**src/hdl/nfrf_pkg.sv**
```systemverilog
// ----------------------------------------------------------------------------
// nfrf_pkg
// Shared types and constants for the 4bpp framebuffer rectangle fill block.
// ----------------------------------------------------------------------------
package nfrf_pkg;

    localparam int IN_DATA_W  = 48;
    localparam int OUT_DATA_W = 24;

    localparam logic OP_FILL = 1'b0;
    localparam logic OP_READ = 1'b1;

    localparam logic [7:0] LO_NIBBLE_MASK = 8'h0F;
    localparam logic [7:0] HI_NIBBLE_MASK = 8'hF0;

    typedef enum logic [5:0] {
        ST_CLEAR = 6'b000001,
        ST_IDLE  = 6'b000010,
        ST_RD    = 6'b000100,
        ST_PRD   = 6'b001000,
        ST_PWR   = 6'b010000,
        ST_FIN   = 6'b100000
    } t_state;

    typedef struct packed {
        logic clr_en;
        logic load;
        logic rd_byte;
        logic pix_rd;
        logic pix_wr;
        logic step;
        logic load_out;
    } t_cmd;

    typedef struct packed {
        logic clr_last;
        logic in_read;
        logic in_empty;
        logic pix_ok;
        logic last_pix;
    } t_status;

endpackage

```
**src/hdl/nfrf_ctrl.sv**
```systemverilog
// ----------------------------------------------------------------------------
// nfrf_ctrl
// Controller: clearing pass, item sequencing, nibble read-modify-write steps.
// ----------------------------------------------------------------------------
module nfrf_ctrl (
    input  logic              i_clk,
    input  logic              i_rst_n,
    input  logic              s_axis_tvalid,
    output logic              s_axis_tready,
    output logic              m_axis_tvalid,
    input  logic              m_axis_tready,
    input  nfrf_pkg::t_status i_status,
    output nfrf_pkg::t_cmd    o_cmd
);

    nfrf_pkg::t_state r_state, n_state;
    logic             r_ovalid, n_ovalid;
    nfrf_pkg::t_cmd   w_cmd;

    always_comb begin
        n_state = r_state;
        w_cmd   = '0;
        unique case (r_state)
            nfrf_pkg::ST_CLEAR: begin
                w_cmd.clr_en = 1'b1;
                if (i_status.clr_last) begin
                    n_state = nfrf_pkg::ST_IDLE;
                end
            end
            nfrf_pkg::ST_IDLE: begin
                if (s_axis_tvalid) begin
                    w_cmd.load = 1'b1;
                    if (i_status.in_read) begin
                        n_state = nfrf_pkg::ST_RD;
                    end else if (i_status.in_empty) begin
                        n_state = nfrf_pkg::ST_FIN;
                    end else begin
                        n_state = nfrf_pkg::ST_PRD;
                    end
                end
            end
            nfrf_pkg::ST_RD: begin
                w_cmd.rd_byte = 1'b1;
                n_state       = nfrf_pkg::ST_FIN;
            end
            nfrf_pkg::ST_PRD: begin
                if (i_status.pix_ok) begin
                    w_cmd.pix_rd = 1'b1;
                    n_state      = nfrf_pkg::ST_PWR;
                end else if (i_status.last_pix) begin
                    n_state = nfrf_pkg::ST_FIN;
                end else begin
                    w_cmd.step = 1'b1;
                end
            end
            nfrf_pkg::ST_PWR: begin
                w_cmd.pix_wr = 1'b1;
                if (i_status.last_pix) begin
                    n_state = nfrf_pkg::ST_FIN;
                end else begin
                    w_cmd.step = 1'b1;
                    n_state    = nfrf_pkg::ST_PRD;
                end
            end
            nfrf_pkg::ST_FIN: begin
                if (!r_ovalid || m_axis_tready) begin
                    w_cmd.load_out = 1'b1;
                    n_state        = nfrf_pkg::ST_IDLE;
                end
            end
            default: begin
                n_state = nfrf_pkg::ST_CLEAR;
            end
        endcase
    end

    always_comb begin
        if (w_cmd.load_out) begin
            n_ovalid = 1'b1;
        end else if (m_axis_tready) begin
            n_ovalid = 1'b0;
        end else begin
            n_ovalid = r_ovalid;
        end
    end

    always_ff @(posedge i_clk) begin
        if (!i_rst_n) begin
            r_state  <= nfrf_pkg::ST_CLEAR;
            r_ovalid <= 1'b0;
        end else begin
            r_state  <= n_state;
            r_ovalid <= n_ovalid;
        end
    end

    assign s_axis_tready = (r_state == nfrf_pkg::ST_IDLE);
    assign m_axis_tvalid = r_ovalid;
    assign o_cmd         = w_cmd;

endmodule

```
**config.mk**
```make
export PLATFORM = sky130hd
export DESIGN_NAME = nfrf_ctrl
export DESIGN_NICKNAME = d
export VERILOG_FILES = /design/src/hdl/nfrf_pkg.sv /design/src/hdl/nfrf_ctrl.sv
export SDC_FILE = /design/constraint.sdc
export NUM_CORES = 1
export LEC_CHECK = 0
export BUFFER_PORTS_ARGS = -buffer_cell sky130_fd_sc_hd__buf_4
export CORE_AREA = 2 2 39 41
export CTS_CLUSTER_DIAMETER = 120
export DETAILED_ROUTE_END_ITERATION = 8
export DIE_AREA = 0 0 41 43
export HOLD_SLACK_MARGIN = 0.03
export PLACE_DENSITY = 0.7
export SLEW_MARGIN = 20
export SYNTH_ARGS = -nofsm -noshare
export SYNTH_HDL_FRONTEND = slang
export SYNTH_SLANG_ARGS = --single-unit
```
**constraint.sdc**
```tcl
create_clock -name i_clk -period 2.4 [get_ports i_clk]
set_input_delay 0.36 -clock i_clk [delete_from_list [all_inputs] [get_ports i_clk]]
set_output_delay 0.36 -clock i_clk [all_outputs]
set_load 0.02 [all_outputs]
```
==> results of run 1 <==
layer usage:
| metal | GRT usage [%] | up-vias | routed length [um] |
|---|---|---|---|
| met2 | 25.0 | 15 | 660 |
| met3 | 3.14 | 0 | 37 |
| met4 | 10.0 | 0 | 0 |
| met5 | 0 | - | 0 |
| li1 | - | 266 | - |
| met1 | 21.0 | 254 | 517 |
power by group through the flow:
stage	Combinational, mW	Sequential [mW]	Clock (mW)
CTS	0.119	0.137	0.108
floorplan	0.0804	0.137	0
global placement	0.117	0.139	0
detailed placement	0.118	0.140	0
global route	0.129	0.139	0.118
finish	0.118	0.138	0.107
metrics by stage:
stage / cell area, um2 / instances / power (mW) / utilization [%] / setup WS (ns)
after floorplan: 498 / 62 / 0.217 / - / 0.426
after global placement: 627 / 93 / 0.256 / 45.3 / 0.398
after detailed placement: 627 / 93 / 0.258 / 45.3 / 0.424
after CTS: 653 / 97 / 0.364 / 47.2 / 0.197
after global routing: 653 / 97 / 0.386 / 47.2 / 0.0837
final: 653 / 97 / 0.363 / 47.2 / 0.184
path summary, 6_finish.rpt:
path,start,end
max,r_state[0],o_cmd[3]
min,i_rst_n,r_state[1]
max reg2reg,r_state[3],r_state[3]
min reg2reg,m_axis_tvalid,m_axis_tvalid
area by class of cell:
cell class / count / share of cell area, %
Sequential cell: 7 / 21.5
Inverter: 8 / 4.60
Tap cell: 16 / 3.07
Timing Repair Buffer: 17 / 19.5
Clock buffer: 4 / 4.02
Multi-Input combinational cell: 45 / 47.3
sequential cells by signal, summed over array words and instances, names as in the netlist:
register and count:
m_axis_tvalid 1, r_state 6
cells in the mapped netlist (2+ instances only):
cell	count	area share (%)
inv_1	8	6.0
nor2b_1	3	3.8
or4_1	2	3.0
nor3_1	4	4.0
a211o_1	2	3.5
nand2_1	2	1.5
dfxtp_1	7	28
or2_2	2	2.5
nor2_1	4	3.0
or3_1	2	2.5
nor4_1	2	2.5
nand2b_1	4	5.0
o21a_1	2	3.0
cells in the final DEF (no fill, tap or decap), types with 2 or more instances in the layout:
| master | instances |
|---|---|
| nor2_1 | 4 |
| nor2b_1 | 3 |
| or3_1 | 2 |
| nand2b_1 | 4 |
| or2_2 | 2 |
| clkbuf_4 | 3 |
| nor4_1 | 2 |
| o21a_1 | 2 |
| a211o_1 | 2 |
| buf_4 | 17 |
| or4_1 | 2 |
| nand2_1 | 2 |
| dfxtp_1 | 7 |
| nor3_1 | 4 |
| inv_1 | 8 |
cells by family (layout without fill, tap and decap cells):
kind of cell	count (synthesis)	after routing
AOI/OAI and AO/OA	13	13
and+or+nand+nor	32	32
DFF	7	7
buffers and inverters	10	29
==> results.toml, run 1 <==
[cells_and_area]
multi_input_area_um2 = 309
register_area_um2 = 140
drive_gt1_share_pct = 30.9
syn2layout_area_growth_pct = 31.2
fill_cells = 141
layout.nets = 91
antenna_cells = 0

[floorplanning]
start_util_pct = 36.0
die_w_um = 41
die-area_um2 = 1760
dieHeight_um = 43
io_pins = 18
core-area_um2 = 1380
rows = 14

[worst_setup_path]
cp_cell_sequence = "or4_1, or2_2, nor2_1, buf_4"
critical_path_class = "reg2out"
cp_slowest_cell = "or4_1"
cpPeakStageDelay_ns = 0.61
worstSetupEndpointType = "primary output"
crit_family = "simple AND/OR/NAND/NOR gates"
r2r_cells = 4
crit_fanout = 7
r2r_setup_slack_ns = 0.41
critPathBufInv = 1
setup.worst_path.start_class = "flip-flop"
arrival_ns = 1.86
critical_path_required_ns = 2.04
path_depth = 4

[logic_synthesis]
netlist_area_um2 = 498
yosys.area_share.simple_pct = 39.9
yosys_warnings = 0
synth_xor_area_share_pct = 0
ys_ff_latch = 7
synth-async-reset-ratio_pct = 0
ys_types = 31
synth_flop_cell = "dfxtp_1"
synth_compound_area_share_pct = 22.1
synth_top_family_by_area = "simple AND/OR/NAND/NOR gates"
muxShareOfSynthArea_pct = 0
ys_seq_area_share_pct = 28.1
syn_area_per_cell_um2 = 8.03
synth_nets = 71
yosys.area_share.adder_pct = 0
synth_edf_count = 0
synth_cells = 62

[placement]
port_buffers = 17
dp_hpwl_um = 950
place.gp.congestion = 0.815

[clock_tree]
post-cts-setup-buffers = 0
ctsResizeCount = 0
clock_latency_ns = 0.25
cts-hold-fix-buffers = 0
htreeDepth = 1
cts_sinks = 7
clk_path_buf_depth = 2
clkTransAtPathRegs_ns = 0.05
root_buffer = "clkbuf_4"
cts_inserted_buffers = 3
cts_tree = "done"

[drt]
drt-total-wl_mm = 1.22
ant_nets = 0
vias_per_cell = 5.52
first_iter_violations = 9
first_pass_iters = 4
route.detailed.drc = 0
wl_per_cell_um = 12.5
via_count = 535

[power_and_ir_drop]
p_leak_nw = 0.283
p_sw_share_pct = 32.4
pwr-share-seq_pct = 38.0
powerDensity_nw_per_um2 = 555
combPwrFrac_pct = 32.5
clockPowerShare_pct = 29.5
ir_drop_uv = 209
p_int_mw = 0.245
power.switching_mw = 0.118

[timing]
tightest_slew_ns = 0.613
finalCritPeriodShare_pct = 92.3
tns_ns = 0
maxSlewHeadroom_pct = 58.8
fmax_ghz = 0.451
setup_viol = 0
fin_skew_ns = 0.00419
whs_ns = 0.329
finalHoldViolCount = 0
rsz0062_at_grt = "no"
period_needed_ns = 2.22
drv_slew = 0

[global_routing]
grt_pass1_wl_mm = 1.97
antenna_found_initial = 0
grt_use_total_pct = 16.7
grt_max_degree = 10
grt_pass1_vias = 449
grt-ovfl-total = 0

[status]
outcome = "finished, final reports clean"

[min_path]
worstHoldPathType = "in2reg"
whs_path_depth = 2

[job]
maxCapViolCount = 0
Note: power is estimated with default switching activity, not from simulation.
==> run 2: changes to the inputs <==
- REMOVE_ABC_BUFFERS: not set -> 1
- clock period: 2.4 -> 2.16 ns (I/O delays scaled with it)
==> results.toml, run 2 (same netlist as run 1, synthesis figures left out) <==
[global_routing]
grt-ovfl-total = 0
grt_pass1_wl_mm = 1.75
grt_use_total_pct = 14.3
grt_pass1_vias = 442
grt_max_degree = 10
antenna_found_initial = 0

[clock_tree]
clock_latency_ns = 0.25
cts-hold-fix-buffers = 0
clkTransAtPathRegs_ns = 0.05
clk_path_buf_depth = 2
root_buffer = "clkbuf_4"
cts_inserted_buffers = 3
cts_sinks = 7
cts_tree = "done"
htreeDepth = 1
post-cts-setup-buffers = 0

[cells_and_area]
register_area_um2 = 143
fill_cells = 137
antenna_cells = 0
layout.nets = 92
largest_reg_flops = 6
top_register = "r_state"
syn2layout_area_growth_pct = 33.9
drive_gt1_share_pct = 35.4
multi_input_area_um2 = 313
layout_commonest_cell = "buf_4"
final_cell_mix = "18 x buf_4, 8 x inv_1, 5 x dfxtp_1"

[timing]
finalCritPeriodShare_pct = 97.1
fin_skew_ns = 0.00411
tns_ns = 0
setup_viol = 0
period_needed_ns = 2.10
fmax_ghz = 0.477
drv_slew = 0
tightest_slew_ns = 0.567
rsz0062_at_grt = "no"
maxSlewHeadroom_pct = 61.9
finalHoldViolCount = 0

[worst_setup_path]
r2r_setup_slack_ns = 0.18
cp_cell_sequence = "or4_4, or2_2, nor2_1, buf_4"
cp_slowest_cell = "or4_4"
worstSetupEndpointType = "primary output"
crit_fanout = 7
rr_startpoint = "r_state[3]"
critical_path_class = "reg2out"
cpPeakStageDelay_ns = 0.57
setup.worst_path.start_class = "flip-flop"
r2r_cells = 4
critical_path_required_ns = 1.84
arrival_ns = 1.77
reg2reg_to = "r_state[3]"

[min_path]
worstHoldPathType = "in2reg"
whs_endpoint = "r_state[1]"
hold_path.startpoint = "i_rst_n"
whs_path_depth = 2

[floorplanning]
core-area_um2 = 1380
die_w_um = 41
start_util_pct = 36.0
dieHeight_um = 43
io_pins = 18
die-area_um2 = 1760
rows = 14

[drt]
first_iter_violations = 9
route.detailed.drc = 0
wl_per_cell_um = 11.8
first_pass_iters = 4
vias_per_cell = 5.28
ant_nets = 0
via_count = 517
drt-total-wl_mm = 1.16

[power_and_ir_drop]
p_leak_nw = 0.291
finalPower_mw = 0.410
ir_drop_uv = 281
powerDensity_nw_per_um2 = 614

[placement]
port_buffers = 17
place.gp.congestion = 0.801
dp_hpwl_um = 905

[status]
outcome = "finished, final reports clean"

[job]
maxCapViolCount = 0
-- run 2: final cells by class --
type | instances | share of cell area (%)
Multi-Input combinational cell | 45 | 46.9
Sequential cell | 7 | 21.4
Timing Repair Buffer | 18 | 20.3
Inverter | 8 | 4.50
Clock buffer | 4 | 3.94
Tap cell | 16 | 3.00
-- run 2: layer usage --
layer	wire length [um]	track usage, %	part of all wire (%)	up-vias
met3	86	1.57	7.4	0
met1	487	19.7	42	224
met4	0	8.00	0	0
met2	581	20.6	50	24
met5	0	0	0	-
li1	-	-	-	269
-- run 2: how the worst max path moves through the flow --
| stage | start | endpoint | slack (ns) |
|---|---|---|---|
| finish | r_state[0] | o_cmd[3] | 0.06 |
| global route | r_state[0] | o_cmd[3] | 0.01 |
| CTS | r_state[0] | o_cmd[3] | 0.03 |
| detailed placement | r_state[3] | r_state[3] | 0.16 |
| global placement | r_state[3] | r_state[3] | 0.15 |
| floorplan | r_state[0] | o_cmd[1] | 0.22 |
-- run 2: worst max-delay path: cells and delay by family (launching register included) --
family / cells / cell delay (ns)
DFF: 1 / 0.36
and+or+nand+nor: 3 / 1.03
buffers and inverters: 1 / 0.14
-- run 2: what timing repair did --
action                                  CTS  global route
endpoints found under the hold margin     0             0
resized for setup                         0             3
endpoints found under the setup margin    0             2
-- run 2: where the power goes --
part,switching [mW],internal (mW),leakage [nW]
sequential,0.0115,0.138,0.0579
combinational,0.0719,0.0718,0.218
clock,0.0457,0.0703,0.0150
-- run 2: per-stage QoR --
step	instance area (um2)	util [%]	setup WS (ns)	std cells	hold slack, ns
floorplan	479	-	0.222	60	0.442
global placement	634	45.8	0.147	94	0.542
detailed placement	634	45.8	0.163	94	0.549
CTS	661	47.7	0.0256	98	0.296
global route	667	48.2	0.0114	98	0.300
finish	667	48.2	0.0635	98	0.295
